===== src/sv/cpse_pkg.sv =====
// ============================================================================
// cpse_pkg
// Types and constants of the collision penalty swap engine.
// ============================================================================
`timescale 1ns / 1ps

package cpse_pkg;

    localparam int GROUP_W        = 10;
    localparam int COUNT_W        = 10;
    localparam int COUNT_MAX      = 1023;
    localparam int TOTAL_W        = 20;
    localparam int TOTAL_MAX      = 1048575;
    localparam int DELTA_W        = 14;
    localparam int DELTA_LIM      = 4096;
    localparam int NET_W          = 4;
    localparam int ROW_LEN        = 4;
    localparam int SLOTS          = 2 * ROW_LEN;
    localparam int NUM_GROUPS_DEF = 1024;

    typedef enum logic [1:0] {
        OP_EVAL  = 2'd0,
        OP_APPLY = 2'd1,
        OP_ADD   = 2'd2,
        OP_CLEAR = 2'd3
    } t_op;

    // one distinct group of a request with its net count change
    typedef struct packed {
        logic                    live;
        logic [GROUP_W-1:0]      id;
        logic signed [NET_W-1:0] net;
    } t_slot;

    // result of one pass through the update unit
    typedef struct packed {
        logic [COUNT_W-1:0] next;
        logic [DELTA_W-1:0] term;
        logic               sat;
    } t_unit_res;

endpackage


===== src/sv/cpse_unit.sv =====
// ============================================================================
// cpse_unit
// Shared count update unit: clamps count plus net, returns pair-count change.
// ============================================================================
`timescale 1ns / 1ps

module cpse_unit (
    input  logic [cpse_pkg::COUNT_W-1:0]    i_count,
    input  logic signed [cpse_pkg::NET_W-1:0] i_net,
    output cpse_pkg::t_unit_res             o_res
);
    import cpse_pkg::*;

    localparam int SUM_W = COUNT_W + 2;
    localparam logic signed [SUM_W-1:0] C_MAX = SUM_W'(COUNT_MAX);
    localparam logic signed [SUM_W-1:0] C_ONE = SUM_W'(1);

    always_comb begin
        logic signed [SUM_W-1:0]   c_s;
        logic signed [SUM_W-1:0]   t;
        logic signed [SUM_W-1:0]   d;
        logic signed [SUM_W-1:0]   s;
        logic signed [2*SUM_W-1:0] prod;
        logic                      sat;
        c_s = $signed({2'b00, i_count});
        t   = c_s + SUM_W'(i_net);
        sat = 1'b0;
        if (t > C_MAX) begin
            t   = C_MAX;
            sat = 1'b1;
        end else if (t < $signed(SUM_W'(0))) begin
            t   = '0;
            sat = 1'b1;
        end
        // P(t) - P(c) = (t - c) * (t + c - 1) / 2, product always even
        d    = t - c_s;
        s    = t + c_s - C_ONE;
        prod = d * s;
        o_res.next = t[COUNT_W-1:0];
        o_res.term = DELTA_W'(prod >>> 1);
        o_res.sat  = sat;
    end

endmodule


===== config.mk =====
export PLATFORM = sky130hd
export DESIGN_NAME = cpse_unit
export DESIGN_NICKNAME = d
export VERILOG_FILES = /design/src/sv/cpse_pkg.sv /design/src/sv/cpse_unit.sv
export SDC_FILE = /design/constraint.sdc
export NUM_CORES = 1
export LEC_CHECK = 0
export BUFFER_PORTS_ARGS = -buffer_cell sky130_fd_sc_hd__buf_2
export CAP_MARGIN = 20
export CORE_ASPECT_RATIO = 0.75
export CORE_UTILIZATION = 40
export DETAILED_ROUTE_END_ITERATION = 12
export PLACE_DENSITY_LB_ADDON = 0.2
export SYNTH_ARGS = -nofsm -noshare
export SYNTH_HDL_FRONTEND = slang
export SYNTH_SLANG_ARGS = --single-unit

===== constraint.sdc =====
create_clock -name vclk -period 12.9
set_input_delay 1.29 -clock vclk [all_inputs]
set_output_delay 1.29 -clock vclk [all_outputs]
set_load 0.03 [all_outputs]

Word level (Yosys, flattened, before mapping)
Cells that the tools add are included.
{"block": "op_classes", "mux": 4, "add_sub_neg": 4, "mul": 1, "order_cmp": 2}
{"op": "two-way mux 12 bit", "count": 2}
{"op": "multiplier 12 x 12 -> 15 bit", "count": 1}
{"op": "adder 11 x 4 -> 12 bit", "count": 1}
{"op": "adder 12 x 11 -> 12 bit", "count": 1}
{"op": "greater-than comparator 12 x 11 -> 1 bit (second input constant)", "count": 1}
{"op": "< comparator 12 x 1 -> 1 bit (second input constant)", "count": 1}
{"op": "subtractor 12 x 11 -> 12 bit", "count": 1}
{"op": "subtractor 12 x 2 -> 12 bit (second input constant)", "count": 1}
{"op": "two-way mux 1 bit", "count": 2}
{"block": "word_totals", "ff_bits": 0, "elab_cells": 11, "output_inout_bits": 25, "in_bits": 14}

Depth between registers and ports, before layout
{"block": "logic_depth", "ltp_word": 7, "depth_mapped": 42, "mapped_depth_nobuf": 40}

Worst setup path after synthesis
OpenSTA, ideal clock, no wires.
{"block": "synth_timing", "path_type": "input-to-output", "from": "in i_count[0] (netlist name)", "to": "out o_res[14] (netlist name)", "required_time_ns": 11.610, "arrival_ns": 10.049, "stages": 37, "path_buffers": 1, "slack_ns": 1.561, "path_cell_list": "ha_1 inv_1 fa_1 nor2b_1 o21ai_1 a21boi_1 o21ai_1 a21boi_1 o21ai_1 a2111o_1 nand3_1 clkbuf_1 o21a_1 ha_1 ha_1 fa_1 a211oi_1 nor2_1 o31ai_1 o2bb2ai_1 a21oi_1 or3_1 fa_1 fa_1 inv_1 fa_1 fa_1 inv_1 fa_1 inv_1 ha_1 o21ai_0 a21oi_1 nor2_1 o21a_1 xnor2_1 xnor3_1"}
{"item": "start: declaration", "line_no": "cpse_unit.sv:8", "text": "input logic [cpse_pkg::COUNT_W-1:0] i_count,"}
{"item": "end: declaration", "line_no": "cpse_unit.sv:10", "text": "output cpse_pkg::t_unit_res o_res"}

==> metrics.md <==
| Metric | Value |
|---|---|
| Starting Density | 41.4% |
| Tcrit/Tclk final | 91.7% |
| MaxCap Viol Count | 0 |
| Mapped Area | 4840 sq um |
| Fillers | 1216 |
| Syn Nets | 770 |
| Clock buf count | 0 |
| Setup TNS | 0 ps |
| Syn-to-layout area delta | 8.12% |
| GPL Wtd Cong | 0.898 |
| Grt total ovfl | 0 |
| Drt via density | 4.83 |
| Wire per inst | 13.5 um |
| Syn avg cell area | 8.04 sq um |
| Postcts setup bufs | 0 |
| Distinct cells, synth | 43 |
| Vias in the first global route | 3944 |
| Die Wd | 129 um |
| PostCTS Resize Cnt | 0 |
| Slowest CP cell | fa_1 |
| Cell mode on critical path | fa_1 |
| Layout cells sized above 1 | 8.23% |
| Post-route ant nets | 0 |
| Met2 usage | 28.1% |
| Req. time, crit path | 11610 ps |
| Rel. slew slack | 29.7% |
| CP max stage delay | 550 ps |
| Global-route wire length before repair | 19200 um |
| Core area | 11700 sq um |
| Final Hold Fails | 0 |
| GR peak layer | met1 |
| Cells after Synth | 602 |
| Num ports | 39 |
| Hold crit path type | in -> out |
| # diodes | 0 |
| Register area share after synthesis | 0% |
| Worst path top cell family by delay | adder cells |
| Port bufs | 39 |
| Endpoints failing setup | 0 |
| Hold_buf cts | 0 |
| Max Freq | 0.0845 GHz |
| Met1 Usage GRT | 30.6% |
| Total number of vias | 3833 |
| Die height | 97.3 um |
| Gr usage total | 18.6% |
| Met3 Use GR | 0.771% |
| Commonest cells after routing, fill and taps aside | inv_1, ha_1, fa_1 |
| Type of the worst setup path | in -> out |
| Initial antenna violation count | 0 |
| Critical Path AT | 10540 ps |
| RSZ-0062 raised after global routing | false |
| Die area | 12500 sq um |
| Seq_cells | 0 |
| Worst setup EP type | primary output |
| Total Wirelength | 10700 um |
| Most common cell after layout, fill and taps aside | inv_1 |
| Slew @ Worst Pin | 1050 ps |
| Initial DRC count | 170 |
| Min Tclk post-route | 11830 ps |
| Final Max Slew Viols | 0 |
| Crit path buf inv count | 7 |
| Status | completed |
| Largest net degree at the start of global routing | 23 |
| # rows | 34 |
| # DRC | 0 |
| Dpl hpwl | 9330 um |
| Fin nets | 802 |
| DRT Pass-1 Iters | 4 |
| Crit Path Max Fanout | 20 |
| Startpoint class of the critical path | primary input |
| Synth Warn # | 0 |
| Register area | 0 sq um |
synthesized netlist by cell type (all sizes together), types with 2 or more instances:
| cell type | n | area [sq um] |
|---|---|---|
| a211oi | 4 | 30.0 |
| a21boi | 3 | 22.5 |
| a21o | 4 | 30.0 |
| a21oi | 21 | 105 |
| a311o | 2 | 21.3 |
| and2 | 27 | 169 |
| clkbuf | 15 | 56.3 |
| fa | 73 | 1460 |
| ha | 81 | 1010 |
| inv | 131 | 492 |
| nand2 | 63 | 236 |
| nand2b | 8 | 50.1 |
| nand4 | 2 | 12.5 |
| nor2 | 28 | 105 |
| nor2b | 17 | 106 |
| nor3 | 6 | 30.0 |
| o21a | 16 | 121 |
| o21ai | 30 | 154 |
| o21bai | 3 | 22.5 |
| o31ai | 4 | 30.0 |
| or2 | 2 | 12.5 |
| or3 | 5 | 31.3 |
| xnor2 | 35 | 307 |
| xnor3 | 2 | 45.0 |
| xor2 | 6 | 52.6 |
path summary, 6_finish.rpt:
path,start,to,slack (ps),cells past startpoint
hold / removal,i_net[0],o_res[15],3110,4
setup / recovery,i_count[0],o_res[14],1070,39
layout make-up:
class | instances | area [sq um] | area share, %
Multi-Input combinational cell | 456 | 4300 | 82.1
Inverter | 131 | 492 | 9.40
Timing Repair Buffer | 45 | 240 | 4.59
Tap cell | 162 | 203 | 3.87
kinds of logic (layout without fill, tap and decap cells):
family	after synthesis	after routing	share of synthesized area, %
AO/OA/AOI/OAI	96	96	13.0
XOR/XNOR	43	43	8.35
adder cells (fa/ha/maj)	154	154	51.1
buffers and inverters	146	176	11.3
other	1	1	0.0775
AND/OR/NAND/NOR	162	162	16.1
layer usage:
layer	wire [um]	up-vias
li1	-	1940
met5	0	-
met1	5700	1827
met4	7	0
met3	454	2
met2	4570	64
per-stage QoR:
step                      hold WS (ps)  setup slack, ps  utilization (%)  instance area [sq um]  instances
after floorplan                   2980             1560                -                   4840        602
after global placement            3120             1240             44.7                   5230        794
after detailed placement          3100             1050             44.7                   5230        794
after CTS                         3110             1050             44.7                   5230        794
after global routing              3170              442             44.7                   5230        794
final                             3110             1070             44.7                   5230        794
Power is left out: the tool's default activity adds up to more than one toggle a clock period on the data nets, which glitch-free logic cannot reach.
