### config.mk
export PLATFORM = sky130hd
export DESIGN_NAME = cpse_prep
export DESIGN_NICKNAME = d
export VERILOG_FILES = /design/src/sv/cpse_pkg.sv /design/src/sv/cpse_prep.sv
export SDC_FILE = /design/constraint.sdc
export NUM_CORES = 1
export LEC_CHECK = 0
export BUFFER_PORTS_ARGS = -buffer_cell sky130_fd_sc_hd__buf_4
export CAP_MARGIN = 40
export CORE_MARGIN = 3
export CORE_UTILIZATION = 40
export DETAILED_ROUTE_END_ITERATION = 10
export PLACE_DENSITY = 0.67
export SLEW_MARGIN = 15
export SYNTH_ARGS = -nofsm -noshare
export SYNTH_HDL_FRONTEND = slang
export SYNTH_SLANG_ARGS = --single-unit
### constraint.sdc
create_clock -name vclk -period 7.5
set_clock_uncertainty 0.05 [all_clocks]
set_input_delay 0.375 -clock vclk [all_inputs]
set_output_delay 0.375 -clock vclk [all_outputs]
set_load 0.1 [all_outputs]
### src/sv/cpse_pkg.sv
// ============================================================================
// cpse_pkg
// Types and constants of the collision penalty swap engine.
// ============================================================================
`timescale 1ns / 1ps

package cpse_pkg;

    localparam int GROUP_W        = 10;
    localparam int COUNT_W        = 10;
    localparam int COUNT_MAX      = 1023;
    localparam int TOTAL_W        = 20;
    localparam int TOTAL_MAX      = 1048575;
    localparam int DELTA_W        = 14;
    localparam int DELTA_LIM      = 4096;
    localparam int NET_W          = 4;
    localparam int ROW_LEN        = 4;
    localparam int SLOTS          = 2 * ROW_LEN;
    localparam int NUM_GROUPS_DEF = 1024;

    typedef enum logic [1:0] {
        OP_EVAL  = 2'd0,
        OP_APPLY = 2'd1,
        OP_ADD   = 2'd2,
        OP_CLEAR = 2'd3
    } t_op;

    // one distinct group of a request with its net count change
    typedef struct packed {
        logic                    live;
        logic [GROUP_W-1:0]      id;
        logic signed [NET_W-1:0] net;
    } t_slot;

    // result of one pass through the update unit
    typedef struct packed {
        logic [COUNT_W-1:0] next;
        logic [DELTA_W-1:0] term;
        logic               sat;
    } t_unit_res;

endpackage

### src/sv/cpse_prep.sv
// ============================================================================
// cpse_prep
// Merges the eight group slots of a request into distinct groups with nets.
// ============================================================================
`timescale 1ns / 1ps

module cpse_prep #(
    parameter int NUM_GROUPS = cpse_pkg::NUM_GROUPS_DEF
) (
    input  logic [1:0]                   i_operation,
    input  logic [cpse_pkg::GROUP_W-1:0] i_groups [cpse_pkg::SLOTS],
    output cpse_pkg::t_slot              o_slots  [cpse_pkg::SLOTS]
);
    import cpse_pkg::*;

    localparam int AW    = $clog2(NUM_GROUPS);
    localparam int CMP_W = GROUP_W + AW;

    logic [SLOTS-1:0] w_present;

    always_comb begin
        for (int k = 0; k < SLOTS; k++) begin
            w_present[k] = (CMP_W'(i_groups[k]) < CMP_W'(NUM_GROUPS)) &&
                           ((k >= ROW_LEN) || (t_op'(i_operation) != OP_ADD));
        end
    end

    always_comb begin
        logic                    first;
        logic signed [NET_W-1:0] net;
        for (int k = 0; k < SLOTS; k++) begin
            first = w_present[k];
            net   = '0;
            for (int j = 0; j < SLOTS; j++) begin
                if (w_present[j] && (i_groups[j] == i_groups[k])) begin
                    if (j < ROW_LEN) begin
                        net = net - NET_W'(1);
                    end else begin
                        net = net + NET_W'(1);
                    end
                    if (j < k) begin
                        first = 1'b0;
                    end
                end
            end
            o_slots[k].live = first && (net != '0);
            o_slots[k].id   = i_groups[k];
            o_slots[k].net  = net;
        end
    end

endmodule

# After elaboration in Yosys (flattened, before gate mapping)
# Index checks and enable logic that the tools add are counted.
[totals]
output_inout_bits = 120
wordCells = 245
reg_bits = 0
[classes]
n_mux = 88
n_addsub = 56
n_eq_ne = 57
n_reduce_logical = 44
[op_table]
columns = ["operator", "count"]
rows = [
  ["equality test 10 bit", 56],
  ["2-to-1 mux 4 bit", 60],
  ["adder 4 x 2 -> 4 bit (second input constant)", 32],
  ["subtractor 4 x 2 -> 4 bit (second input constant)", 24],
  ["logical AND 1 bit", 36],
  ["nonzero test 4 bit", 8],
  ["2-to-1 mux 1 bit", 28],
  ["!= test 2 bit (second input constant)", 1],
]

# Depth between registers and ports, before layout
[depth]
ltp_word = 19
depth_mapped = 24

# Worst setup path after synthesis
# Ideal clock, no wire load.
[synth_timing]
path_type = "in2out"
from = "in i_groups[10] (netlist bit)"
to = "out o_slots[29] (netlist bit)"
path_buffers = 1
path_stages = 20
arrival_time_ps = 7056
setup_slack_ps = 19
required_ps = 7075
cell_sequence = "buf_2 xnor2_1 nand4_1 nor4_1 nand2_1 inv_1 fa_1 xnor2_1 inv_1 ha_1 mux2_2 ha_1 mux2i_1 inv_1 ha_1 xnor3_1 nor3_1 xor2_1 xnor2_1 o21ba_1"
[synth_lines]
columns = ["element", "line_no", "rtl"]
rows = [
  ["start: declaration", "cpse_prep.sv:11", "input logic [cpse_pkg::GROUP_W-1:0] i_groups [cpse_pkg::SLOTS],"],
  ["end: declaration", "cpse_prep.sv:12", "output cpse_pkg::t_slot o_slots [cpse_pkg::SLOTS]"],
]

==> metrics.md <==
| Metric | Value |
|---|---|
| Outcome | finished clean |
| ANT cells | 0 |
| GRT overflow | 0 |
| Fill cells | 2,009 |
| Fin. max-slew vios | 0 |
| Die extent in x | 148.5 um |
| Worst setup margin | 1081 ps |
| Slew headroom | 34.71% |
| Setup bufs post-CTS | 0 |
| FFs & Latches | 0 |
| Yosys top cell area share | 21.34% |
| # DRC | 0 |
| IR Drop Worst-Case VDD | 58.63 uV |
| IO buf count | 202 |
| Final nets | 1,240 |
| Ratio of cells with drive above 1 in the final layout | 23.80% |
| Reg area | 0 um2 |
| Tmin final | 6419 ps |
| Area of the core | 19,720 um2 |
| Most common cell after layout, fill and taps aside | buf_4 |
| Cell Rows | 51 |
| Syn_nets | 1,209 |
| WL met2 | 12,790 um |
| CP Launch Type | input pin |
| Final WL | 26,510 um |
| Final Cycle Share | 85.59% |
| Static Leak | 0.003677 uW |
| Metal3 WL | 1820 um |
| Metal1 wirelength | 10,940 um |
| Hold_buf cts | 0 |
| Worst Setup End Kind | primary output |
| CP Data Arrival Time | 5990 ps |
| Post-Syn Area | 8127 um2 |
| Fin cells | 1,370 |
| Largest net degree at the start of global routing | 28 |
| Post-cts sizing count | 0 |
| Total GRT Usage | 22.69% |
| Max FO, Critical Path | 10 |
| Final setup fails | 0 |
| Final Hold Fails | 0 |
| Total power | 631.6 uW |
| DR iter-0 viols | 498 |
| GP Congestion | 1.002 |
| Max-cap violations | 0 |
| DP HPWL | 21,420 um |
| Leading area contributor after synthesis | xnor2_1 |
| Mean post-synth cell area | 7.553 um2 |
| RSZ-0062 raised after global routing | false |
| Post-synthesis sequential area ratio | 0% |
| Wire per inst | 19.35 um |
| Top-Level Pins | 202 |
| Antenna-violating nets left | 0 |
| Pre-CTS WS | 1144 ps |
| Starting Density | 41.21% |
| Placed cells | 1,370 |
| Area added between synthesis and finish | 8.884% |
| First-pass DRT Iterations | 5 |
| Vias after detailed routing | 7,615 |
| Number of global-route vias before repair | 7,368 |
| Top routing layer in use | met4 |
| Pwr dens | 71.37 nW/um2 |
| Number of clock buffers in the layout | 0 |
| First-pass GRT wire length | 40,230 um |
| Distinct cell type count after synthesis | 82 |
| Top post-synthesis cells by area | xnor2_1, xor2_1, buf_4 |
| Peak Freq | 155.8 MHz |
| YS warnings | 0 |
| Hold crit path type | in2out |
| CP Class | in2out |
| Die ar. | 22,060 um2 |
| Post-synthesis cell count | 1,076 |
| Fin Setup TNS | 0 ps |
| Die height | 148.5 um |
| Leading cell types in the layout, fill and taps excluded | buf_4, xnor2_1, xor2_1 |
| Antenna violations before repair | 0 |
| Via density | 5.558 |
| Worst EP required | 7070 ps |
| Worst slew pin tran | 971.3 ps |
-- layout make-up --
class | instances | area (um2) | area share (%)
repair buffers | 212 | 1592 | 17.99
well taps | 265 | 331.6 | 3.747
multi-input cells | 847 | 6753 | 76.32
inverters | 46 | 172.7 | 1.951
-- cell usage after synthesis (3+ instances only) --
master and count:
a21boi_0 4, xnor2_2 3, nor3_1 12, inv_1 44, o21a_1 5, nor4_1 30, nand4_1 48, nor2_1 51
or2_2 4, mux2i_1 10, o311a_1 3, ha_1 46, a311oi_1 3, xnor3_1 4, a32oi_1 3, xnor2_1 198
buf_2 70, clkbuf_8 3, buf_4 85, nor2b_1 8, nand2b_1 4, a21oi_1 23, nand2_1 64, nor3_2 3
or3_1 5, a31oi_1 9, xnor2_4 3, nor4_2 8, buf_6 12, and3_1 11, nor4_4 3, o211ai_1 3
xor2_1 158, fa_1 5, o21ai_0 16, a22oi_1 3, and2_1 11, nand3_1 23, o31ai_1 4, clkbuf_1 11
mux2_2 10
-- cell families (layout without fill, tap and decap cells) --
family	Yosys count	after routing	share of synthesized area [%]
multiplexers	22	22	2.971
AND/OR/NAND/NOR	300	300	20.77
XOR/XNOR	368	368	41.72
AO/OA/AOI/OAI	105	105	9.038
adder cells (fa/ha/maj)	52	52	8.437
buffers and inverters	229	258	17.06
-- layer usage --
layer | GRT usage, % | vias up
li1 | - | 3581
met1 | 29.23 | 3615
met2 | 39.90 | 360
met3 | 1.645 | 59
met4 | 7.898 | 0
met5 | 0 | -
-- worst paths after layout --
check,from,endpoint,slack [ps],cells past startpoint
min,i_groups[68],o_slots[102],1100,2
max,i_groups[37],o_slots[59],1080,21
-- critical path: stages --
cell	delay, ps
buf_4	160
xor2_1	170
nor4_1	440
and3_1	450
nand2_1	100
ha_1	460
xnor2_1	190
ha_1	280
o31ai_1	360
ha_1	370
or4_1	590
nand2_1	100
ha_1	240
and2_1	180
nand3_1	80
a21boi_0	80
or3_1	420
a2111oi_0	460
a32oi_1	90
nand2_1	90
buf_4	290
-- through the flow --
| stage | utilization [%] | area [um2] | hold WS (ps) |
|---|---|---|---|
| 2_1_floorplan | - | 8127 | 911.5 |
| 3_3_place_gp | 44.88 | 8848 | 1100 |
| 3_5_place_dp | 44.88 | 8848 | 1103 |
| 4_1_cts | 44.88 | 8848 | 1104 |
| 5_1_grt | 44.88 | 8848 | 1110 |
| 6_report | 44.88 | 8848 | 1101 |
-- where the power goes --
part	switching (uW)	internal (uW)	total (uW)
clock	0	0	0
sequential	0	0	0
combinational	444	187	632
No activity file was read; power rests on OpenSTA's default activity.
